<file path="src/design/csp_pkg.sv">
// ----------------------------------------------------------------------------
// csp_pkg: shared types and helpers for the CAN signal pack/unpack block
// Item and result beats, action and status codes, datapath command set.
// ----------------------------------------------------------------------------
package csp_pkg;

	localparam int unsigned FrameBytesDef = 8;

	localparam logic [1:0] ACT_LOAD    = 2'd0;
	localparam logic [1:0] ACT_CLEAR   = 2'd1;
	localparam logic [1:0] ACT_INSERT  = 2'd2;
	localparam logic [1:0] ACT_EXTRACT = 2'd3;

	localparam logic [1:0] ORDER_INTEL    = 2'd0;
	localparam logic [1:0] ORDER_MOTOROLA = 2'd1;

	localparam logic [1:0] ST_OK          = 2'd0;
	localparam logic [1:0] ST_RANGE       = 2'd1;
	localparam logic [1:0] ST_ZERO_FACTOR = 2'd2;
	localparam logic [1:0] ST_BAD_ORDER   = 2'd3;

	typedef struct packed {
		logic [1:0]         action;
		logic [63:0]        payload_in;
		logic [5:0]         anchor_bit;
		logic [6:0]         bit_length;
		logic [1:0]         endian_sel;
		logic               raw_is_signed;
		logic signed [31:0] scale_factor;
		logic signed [63:0] scale_offset;
		logic signed [63:0] min_limit;
		logic signed [63:0] max_limit;
		logic signed [63:0] phys_in;
	} in_item_t;

	typedef struct packed {
		logic [1:0]         status;
		logic signed [63:0] phys_out;
		logic [63:0]        raw_out;
		logic [63:0]        frame_out;
	} out_item_t;

	typedef enum logic [3:0] {
		CMD_NONE, CMD_CAPTURE, CMD_CLAMP, CMD_DIFF, CMD_DIV,
		CMD_GATHER, CMD_MUL_LO, CMD_MUL_HI, CMD_SUM, CMD_ACC, CMD_FINISH
	} cmd_op_t;

	typedef struct packed {
		cmd_op_t op;
	} dp_cmd_t;

	typedef struct packed {
		logic [1:0] action;
		logic       err;
	} dp_stat_t;

	function automatic logic [63:0] mag64(input logic [63:0] v);
		mag64 = v[63] ? (64'd0 - v) : v;
	endfunction

	function automatic logic [63:0] bswap64(input logic [63:0] v);
		logic [63:0] r;
		r = '0;
		for (int k = 0; k < 8; k++) begin
			r[8*k +: 8] = v[8*(7-k) +: 8];
		end
		bswap64 = r;
	endfunction

endpackage

</file>
<file path="src/design/csp_ctrl.sv">
// ----------------------------------------------------------------------------
// csp_ctrl: sequencer for the CAN signal pack/unpack block
// Steps the datapath through decode, divide or multiply, and result.
// ----------------------------------------------------------------------------
module csp_ctrl (
	input  logic               clk,
	input  logic               arst_n,
	input  logic               start,
	output logic               busy,
	output logic               done,
	output csp_pkg::dp_cmd_t   cmd,
	input  csp_pkg::dp_stat_t  stat
);
	import csp_pkg::*;

	typedef enum logic [3:0] {
		S_IDLE, S_DECODE, S_CLAMP, S_DIFF, S_DIV,
		S_GATHER, S_MUL_LO, S_MUL_HI, S_SUM, S_ACC, S_FINISH
	} state_t;

	state_t     state_q;
	logic [5:0] cnt_q;
	logic       done_q;
	logic       accept;

	assign busy   = (state_q != S_IDLE);
	assign done   = done_q;
	assign accept = start && !busy;

	always_comb begin
		unique case (state_q)
			S_IDLE:   cmd.op = accept ? CMD_CAPTURE : CMD_NONE;
			S_DECODE: cmd.op = CMD_NONE;
			S_CLAMP:  cmd.op = CMD_CLAMP;
			S_DIFF:   cmd.op = CMD_DIFF;
			S_DIV:    cmd.op = CMD_DIV;
			S_GATHER: cmd.op = CMD_GATHER;
			S_MUL_LO: cmd.op = CMD_MUL_LO;
			S_MUL_HI: cmd.op = CMD_MUL_HI;
			S_SUM:    cmd.op = CMD_SUM;
			S_ACC:    cmd.op = CMD_ACC;
			S_FINISH: cmd.op = CMD_FINISH;
			default:  cmd.op = CMD_NONE;
		endcase
	end

	always_ff @(posedge clk or negedge arst_n) begin
		if (!arst_n) begin
			state_q <= S_IDLE;
			cnt_q   <= '0;
			done_q  <= 1'b0;
		end else begin
			done_q <= (state_q == S_FINISH);
			unique case (state_q)
				S_IDLE: begin
					if (accept) state_q <= S_DECODE;
				end
				S_DECODE: begin
					if (stat.err || stat.action == ACT_LOAD || stat.action == ACT_CLEAR)
						state_q <= S_FINISH;
					else if (stat.action == ACT_INSERT)
						state_q <= S_CLAMP;
					else
						state_q <= S_GATHER;
				end
				S_CLAMP: state_q <= S_DIFF;
				S_DIFF: begin
					cnt_q   <= '0;
					state_q <= S_DIV;
				end
				S_DIV: begin
					cnt_q <= cnt_q + 6'd1;
					if (cnt_q == 6'd63) state_q <= S_FINISH;
				end
				S_GATHER: state_q <= S_MUL_LO;
				S_MUL_LO: state_q <= S_MUL_HI;
				S_MUL_HI: state_q <= S_SUM;
				S_SUM:    state_q <= S_ACC;
				S_ACC:    state_q <= S_FINISH;
				S_FINISH: state_q <= S_IDLE;
				default: state_q <= S_IDLE;
			endcase
		end
	end

	a_accept_busy: assert property (@(posedge clk) disable iff (!arst_n)
		accept |=> busy) else $error("accepted beat did not raise busy");
	a_done_single: assert property (@(posedge clk) disable iff (!arst_n)
		done |=> !done) else $error("result strobe longer than one cycle");
	a_done_idle: assert property (@(posedge clk) disable iff (!arst_n)
		done |-> !busy && $past(state_q == S_FINISH))
		else $error("result strobe outside finish");

endmodule

</file>
<file path="config.mk">
export PLATFORM = sky130hd
export DESIGN_NAME = csp_ctrl
export DESIGN_NICKNAME = d
export VERILOG_FILES = /design/src/design/csp_pkg.sv /design/src/design/csp_ctrl.sv
export SDC_FILE = /design/constraint.sdc
export NUM_CORES = 1
export LEC_CHECK = 0
export ABC_CLOCK_PERIOD_IN_PS = 4000
export BUFFER_PORTS_ARGS = -buffer_cell sky130_fd_sc_hd__buf_2
export CORE_ASPECT_RATIO = 1.2
export CORE_MARGIN = 1
export CORE_UTILIZATION = 30
export DETAILED_ROUTE_END_ITERATION = 8
export HOLD_SLACK_MARGIN = 0.02
export SYNTH_ARGS = -nofsm -noshare
export SYNTH_HDL_FRONTEND = slang
export SYNTH_SLANG_ARGS = --single-unit
</file>
<file path="constraint.sdc">
create_clock -name clk -period 4 [get_ports clk]
set_input_delay 1.2 -clock clk [delete_from_list [all_inputs] [get_ports clk]]
set_output_delay 1.2 -clock clk [all_outputs]
set_load 0.01 [all_outputs]
</file>
**Word-level counts from Yosys, hierarchy flattened**

Cells that the tools add are included.

- Flip-flop bits (word level): 11
- Bits of input ports: 6

- Reductions and logical operators: 9
- Eq/ne operators: 15
- Mux-type cells: 8
- Add/sub/neg operators: 1

Operators by type and width:

| operator | number |
|---|---|
| 4-bit one-hot mux with 10 select lines | 2 |
| 4-bit by 3-bit == test with 1-bit output, second input constant | 4 |
| 4-bit == test, second input constant | 3 |
| 4-bit two-way mux | 3 |
| 6-bit one-hot mux with 2 select lines | 1 |
| 4-bit by 2-bit == test with 1-bit output, second input constant | 2 |
| 6-bit by 1-bit adder with 6-bit output, second input constant | 1 |
| 6-bit == test, second input constant | 1 |
| 4-bit by 1-bit == test with 1-bit output, second input constant | 1 |
| 4-bit logical NOT | 1 |
| 2-bit != test, second input constant | 2 |
| 4-bit nonzero test | 1 |
| 3-bit two-way mux | 1 |
| 2-bit by 1-bit == test with 1-bit output, second input constant | 1 |
| 2-bit == test, second input constant | 1 |
| 2-bit logical NOT | 1 |
| 1-bit logical OR | 2 |
| 2-bit AND reduction | 1 |
| 2-bit nonzero test | 1 |
| 1-bit logical AND | 1 |
| 1-bit logical NOT | 1 |
| 1-bit two-way mux | 1 |

**Logic depth before layout (Yosys ltp)**

- Depth in word-level cells: 5
- Mapped depth: 5
- Mapped depth without buffers: 5

**Worst setup path after synthesis**

Ideal clock, no wire load.

- Path kind: input -> output
- Start: input start
- End: output cmd[0] (netlist name)
- Setup slack: 1218 ps
- Data arrival time: 1582 ps
- Stages on the path: 3
- Required time: 2800 ps
- Path buffers: 0
- Cell sequence: nor2b_1 -> mux2i_1 -> o21ai_1

RTL lines:

| element | line | text |
|---|---|---|
| start: declaration | csp_ctrl.sv:8 | `input logic start,` |
| end: declaration | csp_ctrl.sv:11 | `output csp_pkg::dp_cmd_t cmd,` |

==> summary.txt <==
Clocking
  – Post_cts resized: 0
  – Clock latency on the worst-skew pair: about 0.26 ns
  – H-tree depth: 1
  – Clock Path Buffers: 2
  – Cts bufs inserted: 3
  – CTS Sinks: 11
  – Root buf cell: clkbuf_4
  – CTS tree: yes
  – Setup Buffers After CTS: 0
  – Worst-path clk slew: around 0.07 ns
  – CTS Hold Buffers Added: 0

Hold path
  – Worst Hold Class: reg2reg
  – HP Start: cnt_q[5]
  – Worst Hold Depth: 2
  – Worst Hold End: cnt_q[5]

Die
  – Die width: 46.08 um
  – I/O pin cnt: 12
  – Initial cell density of the core: roughly a third
  – Core Area: approximately 2100 um^2
  – Chip Height: 54.89 um
  – Row count: 18
  – Die Area: 2529 um^2

Global route
  – Largest net degree at the start of global routing: 17
  – Vias in the first global route: around 600
  – Aggregate global routing overflow: 0
  – Initial antenna violation count: 0
  – Total track usage: around 15%
  – First-pass GRT wire length: about 2.7 mm

Finish
  – Fillers: between 200 and 250
  – Area Growth Syn to Fin: 13.95%
  – Diode count: 0
  – Final Instance Count excl. Fillers: 124
  – Post-Route Utilization: between 30% and 40%
  – Fin nets: a little over 100
  – Share of layout cells above drive strength 1: around a fifth

Place
  – Hpwl dp: around 1.2 mm
  – Port Buffers: 11
  – Gp weighted congestion: approximately 0.73
  – Worst slack, placed: roughly 1.0 ns
  – Placed cell count: between 100 and 150

Power and ir drop
  – VDD IR max: 0.0003471 V
  – Pwr per Cell Area: about 730 nW/um^2
  – Leakage power: between 0.3 and 0.4 nW
  – Total power draw: a little under 0.0006 W

Synthesis
  – Synth Cell Area: 699.4 um^2
  – Syn_nets: 91
  – Avg Cell Area, Syn: 8.326 um^2
  – Synth Instances: 84
  – EDFF count, synth: 0
  – Synth Flop Type: dfrtp_1
  – Register area share after synthesis: about two fifths
  – Area leader, netlist: dfrtp_1
  – #FFs+latches synth: 11
  – Top post-synthesis cells by area: dfrtp_1, a21oi_1, nor2_1
  – Synth top area share: roughly 40%
  – Top-count cell post-synth: a21oi_1
  – Yosys warnings: 0
  – Count of different cell masters after synthesis: 33
  – Async S/R FF share, synth: 100.0%
  – Commonest cells in the netlist: a21oi_1, dfrtp_1, nor2_1

Timing
  – Max-slew violations: 0
  – Setup violations, final: 0
  – Least-Margin Pin Slew: about 0.5 ns
  – FMAX: around 0.33 GHz
  – Setup slack after layout: approximately 0.99 ns
  – Setup TNS: 0 ns
  – Final Hold Fails: 0
  – Final period util: 75.29%
  – Tmin final: about 3.0 ns
  – Worst Skew: between 0.001 and 0.0015 ns
  – Unrepaired setup endpoints after global routing: false
  – Slew HR: 67.37%

Route
  – Via density: just over 5
  – DR vias: 640
  – Iteration-0 DRC Markers: 9
  – DRT antenna net count: 0
  – DRC Markers: 0
  – Drt total wl: ~1.6 mm
  – Drt wl/cell: around 13 um
  – Initial DRT Pass Iterations: 5

Setup path
  – Element type at the critical path end: primary output
  – RR Startpoint: state_q[3]
  – Crit start category: input pin
  – Worst endpoint data arrival time: roughly 1.8 ns
  – Critical-path top delay cell: mux2i_1
  – Cell Chain, Critical Path: buf_2, nor2b_1, mux2i_1, o21ai_1, buf_2
  – CP required: between 2 and 3 ns
  – Delay-heaviest family, CP: buffers and inverters
  – FF-to-FF path depth: 4
  – Reg-to-Reg End: state_q[1]
  – Crit Path Max Fanout: 2
  – Setup slack, reg-to-reg: 2.33 ns
  – Kind of critical path: in2out
  – Most used cell along the critical path: buf_2
  – Max stage delay on crit path: about 0.15 ns
  – WP buf/inv: 2

Status
  – Status: finished clean

Run
  – MaxCap Viol Count: 0
==> cell type report <==
| cell class | count | area [um^2] | area share (%) |
|---|---|---|---|
| well taps | 30 | 37.54 | 4.710 |
| flip-flops and latches | 11 | 275.3 | 34.54 |
| repair buffers | 11 | 55.05 | 6.907 |
| clock buffers | 4 | 26.28 | 3.297 |
| inverters | 3 | 11.26 | 1.413 |
| multi-input cells | 65 | 391.6 | 49.14 |
==> sequential cells by signal (all words and copies together) (netlist names) <==
| signal | flops |
|---|---|
| done | 1 |
| cnt_q | 6 |
| state_q | 4 |
==> cells by family after synthesis <==
family	Yosys count	synth area share [%]
AO/OA/AOI/OAI	28	24.33
AND/OR/NAND/NOR	35	28.45
flip-flops	11	39.36
multiplexers	1	1.431
adder cells (fa/ha/maj)	1	1.789
buffers and inverters	8	4.651
==> placed cells by master, fill, tap and decap left out <==
master	count
a21boi_1	1
or2_1	2
mux2i_1	1
nand4_1	1
nor4_1	1
nor2_1	9
a31oi_1	3
o21ai_1	4
and2_1	1
buf_2	11
clkbuf_4	3
and4_1	1
nor2_2	2
and3_1	1
clkbuf_1	1
or2_0	1
a21boi_0	1
or4_4	1
a41oi_1	1
o22ai_2	1
a21oi_1	12
o21a_1	2
a21oi_2	1
o21ai_0	1
nor2b_1	1
dfrtp_1	11
o22ai_1	1
nand2_1	3
inv_1	3
nand3b_1	1
nand2b_1	5
nor3b_2	1
ha_1	1
nand3_1	4
==> worst max-delay path by stage <==
stage	start	cells past startpoint	end	slack [ns]
2_1_floorplan	start	3	cmd[0]	1.22
3_3_place_gp	start	5	cmd[0]	1.02
3_5_place_dp	start	5	cmd[0]	1.0
4_1_cts	start	5	cmd[0]	0.99
5_1_grt	start	5	cmd[0]	0.96
6_report	start	5	cmd[0]	0.99
==> power breakdown <==
| group | switching, W | total (W) | internal [W] |
|---|---|---|---|
| Clock | 0.0000377 | 0.0000762 | 0.0000386 |
| Combinational | 0.000143 | 0.000272 | 0.000129 |
| Sequential | 0.0000824 | 0.000233 | 0.000150 |
| Total | 0.000263 | 0.000581 | 0.000318 |
==> stage by stage <==
stage | instance area, um^2 | hold slack [ns]
6_report | 797.0 | 0.5444
5_1_grt | 797.0 | 0.5666
4_1_cts | 797.0 | 0.5449
3_5_place_dp | 770.7 | 0.5281
3_3_place_gp | 770.7 | 0.5123
2_1_floorplan | 699.4 | 0.4855
==> per-layer routing <==
| metal | routed length, um | track usage, % | vias up |
|---|---|---|---|
| met2 | 802 | 25.59 | 14 |
| met4 | 12 | 8.824 | 0 |
| met1 | 709 | 17.87 | 301 |
| met5 | 0 | 0 | - |
| li1 | - | - | 323 |
| met3 | 56 | 3.896 | 2 |
==> worst min-delay path: stages (launching register included) <==
cell,delay [ns]
dfrtp_1,0.38
a31oi_1,0.05
nor2_1,0.08
Power figures use the tool's default switching activity.
